### src/sv/wsd_pkg.sv
// Shared types and constants for the WebSocket frame deframer.
// No dependencies; imported by wsd_parser and websocket_frame_deframer.
`default_nettype none

package wsd_pkg;

	localparam int LENGTH_BITS = 16;
	localparam logic [LENGTH_BITS-1:0] LEN_MAX = '1;

	localparam logic [6:0] LEN_CODE_EXT16 = 7'd126;
	localparam logic [6:0] LEN_CODE_EXT64 = 7'd127;
	localparam logic [3:0] OPCODE_CLOSE = 4'h8;

	typedef enum logic [2:0] {
		PH_HDR0   = 3'd0,
		PH_HDR1   = 3'd1,
		PH_EXTLEN = 3'd2,
		PH_KEY    = 3'd3,
		PH_DATA   = 3'd4
	} phase_t;

	typedef struct packed {
		logic [7:0] payload_byte;
		logic [3:0] frame_opcode;
		logic       last_of_frame;
		logic       no_payload;
		logic       close_request;
		logic       format_error;
	} result_t;

endpackage

`default_nettype wire

### src/sv/wsd_parser.sv
// Frame parser: header, length, key and payload state, one byte per step.
// Depends on wsd_pkg.
`default_nettype none

module wsd_parser
	import wsd_pkg::*;
(
	input  wire logic       clk,
	input  wire logic       arst_n,
	input  wire logic       step,
	input  wire logic [7:0] byte_in,
	output logic            res_valid,
	output result_t         res
);

	phase_t                  phase_q, phase_d;
	logic [3:0]              opcode_q, opcode_d;
	logic                    mask_q, mask_d;
	logic [LENGTH_BITS-1:0]  length_q, length_d;
	logic [1:0]              hidx_q, hidx_d;
	logic [31:0]             key_q, key_d;
	logic [15:0]             count_q, count_d;

	logic [6:0]              len_code;
	logic [15:0]             ext_len;
	logic [LENGTH_BITS-1:0]  hdr_len;
	logic [15:0]             count_inc;
	logic [7:0]              key_byte;
	logic                    is_close;

	assign len_code  = byte_in[6:0];
	assign ext_len   = {length_q[7:0], byte_in};
	assign count_inc = count_q + 16'd1;
	assign key_byte  = key_q[8*count_q[1:0] +: 8];
	assign is_close  = (opcode_q == OPCODE_CLOSE);

	always_comb begin
		phase_d   = phase_q;
		opcode_d  = opcode_q;
		mask_d    = mask_q;
		length_d  = length_q;
		hidx_d    = hidx_q;
		key_d     = key_q;
		count_d   = count_q;
		res_valid = 1'b0;
		res       = '{payload_byte: 8'h00, frame_opcode: opcode_q, last_of_frame: 1'b1,
			no_payload: 1'b0, close_request: is_close, format_error: 1'b0};
		hdr_len   = LENGTH_BITS'(len_code);

		unique case (phase_q)
			PH_HDR1: begin
				mask_d = byte_in[7];
				if (len_code == LEN_CODE_EXT64) begin
					phase_d = PH_HDR0;
					res_valid = 1'b1;
					res.close_request = 1'b0;
					res.format_error = 1'b1;
				end else if (len_code == LEN_CODE_EXT16) begin
					length_d = '0;
					hidx_d = 2'd0;
					phase_d = PH_EXTLEN;
				end else begin
					length_d = hdr_len;
					hidx_d = 2'd0;
					key_d = '0;
					count_d = '0;
					if (byte_in[7]) begin
						phase_d = PH_KEY;
					end else if (hdr_len == '0) begin
						phase_d = PH_HDR0;
						res_valid = 1'b1;
						res.no_payload = 1'b1;
					end else begin
						phase_d = PH_DATA;
					end
				end
			end
			PH_EXTLEN: begin
				if (hidx_q == 2'd0) begin
					length_d = '0;
					length_d[7:0] = byte_in;
					hidx_d = 2'd1;
				end else begin
					// saturate when the extended length exceeds the counter range
					if (32'(ext_len) > 32'(LEN_MAX)) begin
						length_d = LEN_MAX;
					end else begin
						length_d = LENGTH_BITS'(ext_len);
					end
					hidx_d = 2'd0;
					key_d = '0;
					count_d = '0;
					if (mask_q) begin
						phase_d = PH_KEY;
					end else if (ext_len == '0) begin
						phase_d = PH_HDR0;
						res_valid = 1'b1;
						res.no_payload = 1'b1;
					end else begin
						phase_d = PH_DATA;
					end
				end
			end
			PH_KEY: begin
				key_d[8*hidx_q +: 8] = key_q[8*hidx_q +: 8] | byte_in;
				if (hidx_q != 2'd3) begin
					hidx_d = hidx_q + 2'd1;
				end else begin
					hidx_d = 2'd0;
					count_d = '0;
					if (length_q == '0) begin
						phase_d = PH_HDR0;
						res_valid = 1'b1;
						res.no_payload = 1'b1;
					end else begin
						phase_d = PH_DATA;
					end
				end
			end
			PH_DATA: begin
				count_d = count_inc;
				res_valid = 1'b1;
				res.payload_byte = byte_in ^ key_byte;
				res.last_of_frame = (32'(count_inc) >= 32'(length_q));
				if (res.last_of_frame) begin
					phase_d = PH_HDR0;
				end
			end
			default: begin
				opcode_d = byte_in[3:0];
				phase_d = PH_HDR1;
			end
		endcase
	end

	always_ff @(posedge clk or negedge arst_n) begin
		if (!arst_n) begin
			phase_q  <= PH_HDR0;
			opcode_q <= '0;
			mask_q   <= 1'b0;
			length_q <= '0;
			hidx_q   <= '0;
			key_q    <= '0;
			count_q  <= '0;
		end else if (step) begin
			phase_q  <= phase_d;
			opcode_q <= opcode_d;
			mask_q   <= mask_d;
			length_q <= length_d;
			hidx_q   <= hidx_d;
			key_q    <= key_d;
			count_q  <= count_d;
		end
	end

endmodule

`default_nettype wire

### src/sv/websocket_frame_deframer.sv
// WebSocket frame deframer: one received byte per beat in, unmasked payload beats out,
// plus zero-length marker and error beats. An accepted byte is held in the input
// register, parsed when it advances, and its result is registered for the output.
// Throughput: one byte per cycle while out_ready stays high; the input register
// advances whenever it is empty or the output register is empty or being drained.
// Reset (arst_n low, asynchronous): parser expects a first header byte, pipeline empty.
// Depends on wsd_pkg and wsd_parser.
`default_nettype none

module websocket_frame_deframer
	import wsd_pkg::*;
(
	input  wire logic       clk,
	input  wire logic       arst_n,
	input  wire logic       in_valid,
	output logic            in_ready,
	input  wire logic [7:0] rx_byte,
	output logic            out_valid,
	input  wire logic       out_ready,
	output logic [7:0]      payload_byte,
	output logic [3:0]      frame_opcode,
	output logic            last_of_frame,
	output logic            no_payload,
	output logic            close_request,
	output logic            format_error
);

	logic       valid_s1;
	logic [7:0] byte_s1;
	logic       valid_s2;
	result_t    res_s2;

	logic       out_free;
	logic       advance;
	logic       res_valid;
	result_t    res;

	assign out_free = !valid_s2 || out_ready;
	assign advance  = valid_s1 && out_free;
	assign in_ready = !valid_s1 || out_free;

	always_ff @(posedge clk or negedge arst_n) begin
		if (!arst_n) begin
			valid_s1 <= 1'b0;
		end else if (in_ready) begin
			valid_s1 <= in_valid;
		end
	end

	always_ff @(posedge clk) begin
		if (in_ready && in_valid) begin
			byte_s1 <= rx_byte;
		end
	end

	wsd_parser u_parser (
		.clk       (clk),
		.arst_n    (arst_n),
		.step      (advance),
		.byte_in   (byte_s1),
		.res_valid (res_valid),
		.res       (res)
	);

	always_ff @(posedge clk or negedge arst_n) begin
		if (!arst_n) begin
			valid_s2 <= 1'b0;
		end else if (out_free) begin
			valid_s2 <= advance && res_valid;
		end
	end

	// load a fresh result only when one is produced
	always_ff @(posedge clk) begin
		if (advance && res_valid) begin
			res_s2 <= res;
		end
	end

	assign out_valid     = valid_s2;
	assign payload_byte  = res_s2.payload_byte;
	assign frame_opcode  = res_s2.frame_opcode;
	assign last_of_frame = res_s2.last_of_frame;
	assign no_payload    = res_s2.no_payload;
	assign close_request = res_s2.close_request;
	assign format_error  = res_s2.format_error;

endmodule

`default_nettype wire

### config.mk
export PLATFORM = sky130hd
export DESIGN_NAME = websocket_frame_deframer
export DESIGN_NICKNAME = d
export VERILOG_FILES = /design/src/sv/wsd_pkg.sv /design/src/sv/wsd_parser.sv /design/src/sv/websocket_frame_deframer.sv
export SDC_FILE = /design/constraint.sdc
export NUM_CORES = 1
export LEC_CHECK = 0
export ABC_AREA = 1
export BUFFER_PORTS_ARGS = -buffer_cell sky130_fd_sc_hd__buf_2
export CAP_MARGIN = 5
export CORE_ASPECT_RATIO = 1.2
export CORE_UTILIZATION = 39
export CTS_BUF_LIST = sky130_fd_sc_hd__clkbuf_4
export CTS_CLUSTER_DIAMETER = 150
export DETAILED_ROUTE_END_ITERATION = 8
export SLEW_MARGIN = 20
export SYNTH_ARGS = -nofsm -noshare
export SYNTH_HDL_FRONTEND = slang
export SYNTH_SLANG_ARGS = --single-unit
### constraint.sdc
create_clock -name clk -period 2.4 [get_ports clk]
set_input_delay 0.12 -clock clk [delete_from_list [all_inputs] [get_ports clk]]
set_output_delay 0.12 -clock clk [all_outputs]
set_load 0.02 [all_outputs]
# Word-level counts from Yosys, hierarchy flattened
# Cells that the tools add are included.
dict set report word_totals {
  register_bits 100
  latch_bits 0
  mem_bits_rw 0
  rom_bits 0
  in_bits 12
  output_inout_bits 18
  wordCells 105
  memories 0
}
dict set report classes {
  n_addsub 3
  mul 0
  div 0
  magnitude_cmp 1
  eq_ne 13
  n_shift 4
  mux 43
  bitwise_logic 3
  reduce_logical 22
}
# cell count
set op_table {}
lappend op_table {{16-bit 2-to-1 mux} 6}
lappend op_table {{32-bit 2-to-1 mux} 3}
lappend op_table {{32-bit case mux with 3 select lines} 1}
lappend op_table {{16-bit case mux with 4 select lines} 1}
lappend op_table {{32-bit by 6-bit variable part select with 8-bit output} 2}
lappend op_table {{5-bit negator with 34-bit output} 1}
lappend op_table {{8-bit by 34-bit variable shift with 32-bit output (first input constant)} 1}
lappend op_table {{8-bit by 34-bit variable part select with 32-bit output} 1}
lappend op_table {{32-bit bitwise mux} 1}
lappend op_table {{16-bit logical NOT} 2}
lappend op_table {{16-bit case mux with 2 select lines} 1}
lappend op_table {{3-bit 2-to-1 mux} 10}
lappend op_table {{16-bit by 1-bit adder with 16-bit output (second input constant)} 1}
lappend op_table {{16-bit greater-or-equal comparator} 1}
lappend op_table {{7-bit equality test (second input constant)} 2}
lappend op_table {{3-bit case mux with 4 select lines} 1}
lappend op_table {{1-bit 2-to-1 mux} 11}
lappend op_table {{2-bit != test (second input constant)} 5}
lappend op_table {{2-bit 2-to-1 mux} 4}
lappend op_table {{8-bit bitwise OR} 1}
lappend op_table {{8-bit bitwise XOR} 1}
lappend op_table {{7-bit logical NOT} 1}
lappend op_table {{7-bit 2-to-1 mux} 1}
lappend op_table {{3-bit by 2-bit equality test with 1-bit output (second input constant)} 2}
lappend op_table {{22 further kinds} 28}

# Longest topological paths before layout
# Gate-level depths: netlist of run 1.
dict set report depth {
  depth_word 7
  mapped_depth 19
  mapped_depth_nobuf 19
}

# By module
# Synthesis of run 1 repeated with hierarchy kept, for this count alone.
dict set report hier_totals {
  cells_unflattened 746
  hier_area_um2 5906.9
}
# mod n_inst cells_per_inst area_per_inst_um2
set modules_own_cells {}
lappend modules_own_cells {wsd_parser 1 707 5079.9}
lappend modules_own_cells {websocket_frame_deframer 1 39 827.0}

# Worst setup path before layout of run 1
# OpenSTA, ideal clock, no wires.
dict set report synth_timing {
  kind {reg2reg}
  start {register u_parser.hidx_q[0]}
  end {register res_s2 (netlist bit close_request), enable pin}
  t_arrival_ps 1924
  setup_slack_ps 112
  stages_incl_launch_ff 10
  n_path_buf 2
  synth_period_minus_slack_ps 2288
  cell_sequence {dfrtp_1 buf_2 clkinv_1 buf_2 ha_1 inv_2 nand4_1 nand3_1 nand2_1 inv_1}
}
dict set report synth_between {
  elab_chain_len 4
  word_cells_on_any_way 6
  classes_between {1 x eq/ne; 3 x mux; 2 x reduce/logical}
}
# item line
set synth_lines {}
lappend synth_lines {{start: declaration} wsd_parser.sv:20} ;# logic [1:0] hidx_q, hidx_d;
lappend synth_lines {{start signal: assignment} wsd_parser.sv:150} ;# hidx_q <= hidx_d;
lappend synth_lines {{2-bit != test / 2-bit logical NOT (equally long branches)} {wsd_parser.sv:106, wsd_parser.sv:79}}
lappend synth_lines {{1-bit 2-to-1 mux (on tied branches)} {wsd_parser.sv:106, wsd_parser.sv:79}}
lappend synth_lines {{1-bit case mux with 4 select lines (*)} wsd_parser.sv:50} ;# unique case (phase_q)
lappend synth_lines {{1-bit logical AND (*)} websocket_frame_deframer.sv:75} ;# if (advance && res_valid) begin
lappend synth_lines {{end signal: assignment} websocket_frame_deframer.sv:76} ;# res_s2 <= res;
lappend synth_lines {{end: declaration} websocket_frame_deframer.sv:31} ;# result_t res_s2;
# Every way passes the cells marked *; elsewhere a longest branch is shown, timed or not.
# A chain may end at the register's enable or synchronous reset.

# Final worst setup path of run 1
dict set report layout_timing {
  start {register u_parser.count_q[2]}
  end {register u_parser.phase_q[2]}
}
dict set report layout_between {
  elab_chain_len 4
}
# item line
set layout_lines {}
lappend layout_lines {{start: declaration} wsd_parser.sv:22} ;# logic [15:0] count_q, count_d;
lappend layout_lines {{start signal: assignment} wsd_parser.sv:152} ;# count_q <= count_d;
lappend layout_lines {{16-bit by 1-bit adder with 16-bit output} wsd_parser.sv:33} ;# assign count_inc = count_q + 16'd1;
lappend layout_lines {{16-bit greater-or-equal comparator} wsd_parser.sv:124} ;# res.last_of_frame = (32'(count_inc) >= 32'(length_q));
lappend layout_lines {{2-bit by 1-bit != test with 1-bit output (no source line)} -}
lappend layout_lines {{4-bit AND reduction (no source line)} -}
lappend layout_lines {{end signal: assignment} wsd_parser.sv:146} ;# phase_q <= phase_d;
lappend layout_lines {{end: declaration} wsd_parser.sv:16} ;# phase_t phase_q, phase_d;
# Every way passes these cells.

==> results.yml, run 1 <==
status:
  status: "finished clean"
sta:
  hold_violations: 0
  fin_skew_ns: 0.0304
  rsz0062_at_grt: "yes"
  post-route-period-util_pct: 97.3
  slew_viol_final: 0
  setup_viol: 0
  holdWs_ns: 0.151
  fmax_mhz: 428
  tightestPinTransition_ns: 0.768
  tns_ns: 0
  slew_headroom_pct: 48.6
  fin_crit_ns: 2.33
detailed_routing:
  vias: 4941
  dr.pass1.iters: 4
  drt-initial-drc-count: 290
  drcViolationCount: 0
  wl_per_cell_um: 15.3
  avgViaCountPerCell: 5.17
  wl_um: 14600
  postRouteAntennaNets: 0
yosys:
  synth_edf_count: 24
  syn_area_um2: 5750
  syn_inst: 720
  synth.largest_area_cell: "dfrtp_1"
  synthFlopType: "dfrtp_1"
  seq_area_frac_synth_pct: 45.6
  ys_types: 40
  async_reset_ff_share_pct: 76.0
  yosys_warnings: 0
  synth_top_area_share_pct: 33.1
  avgSynthCellArea_um2: 7.99
  syn-num-nets: 755
  ys_ff_latch: 100
  ys_top_cells_by_area: "dfrtp_1 (33%), nand2_1 (13%), edfxtp_1 (13%)"
grt:
  grt_pass1_wl_um: 23400
  grt_pass1_vias: 4640
  antenna_found_initial: 1
  grt_max_degree: 77
  overflow: 0
  grt_use_total_pct: 20.1
clock_tree:
  cts_max_path_buffers: 2
  cts_tree: "yes"
  cts_buffers: 9
  cts_num_sinks: 100
  cts_root_buffer: "clkbuf_4"
  htreeDepth: 3
  clock_latency_ns: 0.50
  clkSlewWorstSetupHoldPaths_ns: 0.18
finish:
  layout.cells.most_common_list: "nand2_1 (193), dfrtp_1 (76), nand3_1 (70)"
  layout.cells.non_filler: 955
  final_area_um2: 6470
  final_common_cell: "nand2_1"
  final_util_pct: 44.9
  nets: 809
  syn_to_final_growth_pct: 12.4
  drive_above_1_share_pct: 14.0
worst_hold_path:
  hp-class: "in2async"
critical_path:
  cp_max_fo: 5
  worstSetupPathType: "reg2reg"
  required_ns: 2.78
  critPathLaunchType: "register"
  arrival_ns: 2.72
  end_kind: "register"
floorplan:
  fp.dieArea_um2: 15200
  chipHeight_um: 135
  rows: 48
  die_w_um: 113
  io_pins: 30
  initial_core_util_pct: 39.9
  coreArea_um2: 14400
place:
  dp.cells: 921
  gp_congestion: 0.893
  dp_hpwl_um: 10800
  post_dp_cell_area_um2: 6120
  io_buffers: 29
power:
  swShare_pct: 41.8
  internal_power_uw: 2860
  power_frac_clock_pct: 18.5
  power_switching_uw: 2060
  p_per_area_nw_per_um2: 760
  ir_drop_mv: 0.284
  seq_power_share_pct: 43.3
  p_comb_share_pct: 38.2
  leakagePower_uw: 0.00290
run:
  max_cap_violations: 0
[cell type report]
type	count	area, um2
well taps	175	219
flip-flops and latches	100	2620
repair buffers	64	455
multi-input cells	524	2750
clock buffers	9	67.6
diodes	1	2.50
clock inverters	7	66.3
inverters	75	282
fillers	1449	7950
[critical path, stage by stage (launching register included)]
cell,delay (ns)
dfrtp_1,0.47
nand3_2,0.13
nor2_1,0.29
xor2_1,0.19
inv_1,0.09
ha_1,0.30
nand2_1,0.05
inv_1,0.04
nand2_1,0.06
nor2_1,0.10
nor2_1,0.05
nand2_1,0.09
nand2_1,0.07
nand2_2,0.12
nand2_2,0.08
nand2_1,0.06
nand2_1,0.05
[repair_timing]
item,CTS,global route
hold buffers,13,0
endpoints found under the setup margin,4,4
buffers inserted,1,3
pin swaps,0,6
resized for setup,2,13
hold endpoints to repair,86,0
[cell usage after synthesis (all sizes together) (8+ instances only)]
cell type  instances
a21oi             16
buf               13
clkbuf             8
dfrtp             76
edfxtp            24
ha                23
inv               72
nand2            203
nand3             74
nand4             18
nor2              60
o21ai             95
o22a               8
xor2               8
[final timing paths]
path | from | to | slack, ns | cells past startpoint
worst max register to register | u_parser.count_q[2] | u_parser.phase_q[2] | 0.07 | 16
worst max-delay path | u_parser.count_q[2] | u_parser.phase_q[2] | 0.07 | 16
min in group clk | rx_byte[1] | byte_s1[1] | 0.34 | 2
max in group asynchronous | arst_n | u_parser.key_q[1] | 1.89 | 3
worst min register to register | u_parser.opcode_q[2] | frame_opcode[2] | 0.50 | 0
worst min-delay path | arst_n | u_parser.count_q[12] | 0.15 | 3
[logic make-up after synthesis]
group / count (synthesis) / share of synthesized area (%)
AND/OR/NAND/NOR: 368 / 28.7
AO/OA/AOI/OAI: 125 / 12.1
flip-flops: 100 / 45.6
buffers and inverters: 96 / 7.39
adder cells (fa/ha/maj): 23 / 5.00
XOR/XNOR: 8 / 1.22
[power groups by stage]
stage	Clock (uW)	Combinational, uW	Sequential, uW
after global routing	989	2110	2150
after detailed placement	0	1830	2160
after floorplan	0	1440	2140
after global placement	0	1790	2150
final	911	1880	2130
after CTS	940	1870	2130
[state kept, by name, summed over array words and instances (netlist names)]
register / count
format_error: 1
no_payload: 1
payload_byte: 8
close_request: 1
u_parser.length_q: 16
frame_opcode: 4
u_parser.count_q: 16
valid_s1: 1
last_of_frame: 1
u_parser.key_q: 32
byte_s1: 8
u_parser.opcode_q: 4
u_parser.phase_q: 3
u_parser.hidx_q: 2
u_parser.mask_q: 1
out_valid: 1
[layer usage]
metal  up-vias  routed length (um)  share of wire (%)  global-route usage, %
li1       2507                   -                  -                      -
met5         -                   0                  0                      0
met4         0                 331                2.3                   8.70
met2        99                7390                 51                   35.0
met3        24                 424                2.9                   3.73
met1      2311                6440                 44                   24.4
[per-stage QoR]
step,setup WS (ns),total power (uW)
floorplan,0.112,3580
global placement,0.0826,3940
detailed placement,-0.0243,3990
CTS,0.00125,4930
global route,-0.125,5250
finish,0.0652,4920
No activity file was read; power rests on OpenSTA's default activity.
==> run 2: changes to the inputs <==
Settings changed: CORE_MARGIN set to 3.
==> results.yml, run 2 (same netlist as run 1, synthesis figures left out) <==
status:
  status: "finished clean"
power:
  leakagePower_uw: 0.00298
  ir_drop_mv: 0.286
  p_per_area_nw_per_um2: 782
floorplan:
  fp.dieArea_um2: 16300
  chipHeight_um: 139
  coreArea_um2: 14400
  rows: 48
  die_w_um: 117
  initial_core_util_pct: 39.9
  io_pins: 30
grt:
  grt_use_total_pct: 19.5
  grt_pass1_wl_um: 24800
  antenna_found_initial: 1
  overflow: 0
  grt_pass1_vias: 4875
  grt_max_degree: 43
detailed_routing:
  vias: 5015
  avgViaCountPerCell: 5.18
  wl_per_cell_um: 15.6
  drt-initial-drc-count: 418
  wl_um: 15100
  postRouteAntennaNets: 0
  dr.pass1.iters: 7
  drcViolationCount: 0
sta:
  slew_headroom_pct: 51.7
  fin_skew_ns: 0.0267
  rsz0062_at_grt: "yes"
  post-route-period-util_pct: 99.6
  tightestPinTransition_ns: 0.721
  setup_viol: 0
  tns_ns: 0
  fin_crit_ns: 2.39
  fin_ws_ns: 0.00919
  slew_viol_final: 0
  fmax_mhz: 418
  hold_violations: 0
critical_path:
  arrival_ns: 2.77
  cp_top_family: "simple AND/OR/NAND/NOR gates"
  max_stage_delay_ns: 0.45
  crit_chain: "ha_2 > nand2_2 > nor2_2 > nand2_2 > inv_2 > nand4_1 > and2_1 > ha_1 > nand2_1 > inv_2 > nand3_2 > a21oi_1 > nor2_1 > nand2_2 > nand2_2 > nand2_2 > nand2_1"
  cp_max_fo: 5
  required_ns: 2.78
  crit_slowest_cell: "dfrtp_1"
  path_buf_inv: 2
  critPathLaunchType: "register"
  crit_top_cell: "nand2_2"
  end_kind: "register"
  worstSetupPathType: "reg2reg"
finish:
  multi_input_area_um2: 2770
  final_common_cell: "nand2_1"
  largest_reg_flops: 32
  fillCellCount: 1440
  seqCellArea_um2: 2630
  layout.cells.most_common_list: "nand2_1 (190), dfrtp_1 (74), nand3_1 (69)"
  largest-register: "u_parser.key_q"
  nets: 819
  reg_top3: "u_parser.key_q (32), u_parser.count_q (16), u_parser.length_q (16)"
  layout.cells.non_filler: 968
  drive_above_1_share_pct: 16.7
  syn_to_final_growth_pct: 15.0
place:
  dp.cells: 921
  gp_congestion: 0.913
  dp_hpwl_um: 11200
  io_buffers: 29
  dpl_worst_slack_ns: -0.0770
clock_tree:
  cts_root_buffer: "clkbuf_4"
  clkSlewWorstSetupHoldPaths_ns: 0.17
  cts_num_sinks: 100
  clock_latency_ns: 0.50
  cts_max_path_buffers: 2
  cts_tree: "yes"
  cts_buffers: 9
  htreeDepth: 3
worst_hold_path:
  hp-class: "in2async"
run:
  max_cap_violations: 0
-- run 2: changes by cell type in the layout (fill, tap and decap cells not counted), sizes merged --
cell	previous run	this run
clkinv	6	5
buf	51	61
clkinvlp	2	0
bufinv	1	3
diode	1	4
inv	73	74
-- run 2: final timing paths --
path                                            from                  end  slack, ns  cells past startpoint
worst max-delay path             u_parser.count_q[0]  u_parser.phase_q[1]      0.009                     17
worst min-delay path                          arst_n   u_parser.key_q[22]       0.14                      2
worst max register to register   u_parser.count_q[0]  u_parser.phase_q[1]      0.009                     17
worst min register to register  u_parser.opcode_q[1]      frame_opcode[1]       0.50                      0
max in group asynchronous                     arst_n   u_parser.key_q[29]       1.59                      3
min in group clk                          rx_byte[7]           byte_s1[7]       0.34                      2
-- run 2: routing by layer --
metal / up-vias / global-route usage, % / wire length, um
met4: 0 / 5.92 / 306
met3: 27 / 3.88 / 472
met5: - / 0 / 0
li1: 2526 / - / -
met1: 2358 / 24.5 / 6460
met2: 104 / 33.4 / 7820
-- run 2: layout make-up --
type                    instances  area share (%)
diodes                          4           0.151
clock buffers                   9            1.02
clock inverters                 7            1.82
inverters                      75            4.26
multi-input cells             524            41.9
flip-flops and latches        100            39.7
well taps                     175            3.31
repair buffers                 74            7.83
-- run 2: power by group --
part / internal, uW / switching [uW] / leakage [uW]
clock network: 533 / 609 / 0.0000986
registers: 1950 / 187 / 0.00126
logic: 596 / 1290 / 0.00162
-- run 2: stage by stage --
| step | hold WS [ns] | util [%] | total power [uW] | instance area [um2] |
|---|---|---|---|---|
| 2_1_floorplan | -0.176 | - | 3580 | 5750 |
| 3_3_place_gp | 0.130 | 42.4 | 3950 | 6110 |
| 3_5_place_dp | 0.141 | 42.4 | 4000 | 6110 |
| 4_1_cts | 0.119 | 44.9 | 5170 | 6480 |
| 5_1_grt | 0.139 | 45.9 | 5540 | 6610 |
| 6_report | 0.135 | 45.9 | 5170 | 6610 |
-- run 2: repair_timing --
| item | 4_1_cts | 5_1_grt |
|---|---|---|
| buffers inserted | 4 | 10 |
| pin swaps | 3 | 14 |
| cloned | 0 | 0 |
| endpoints found under the setup margin | 4 | 4 |
| hold endpoints to repair | 50 | 0 |
| hold buffers | 13 | 0 |
| gates resized for setup | 6 | 23 |
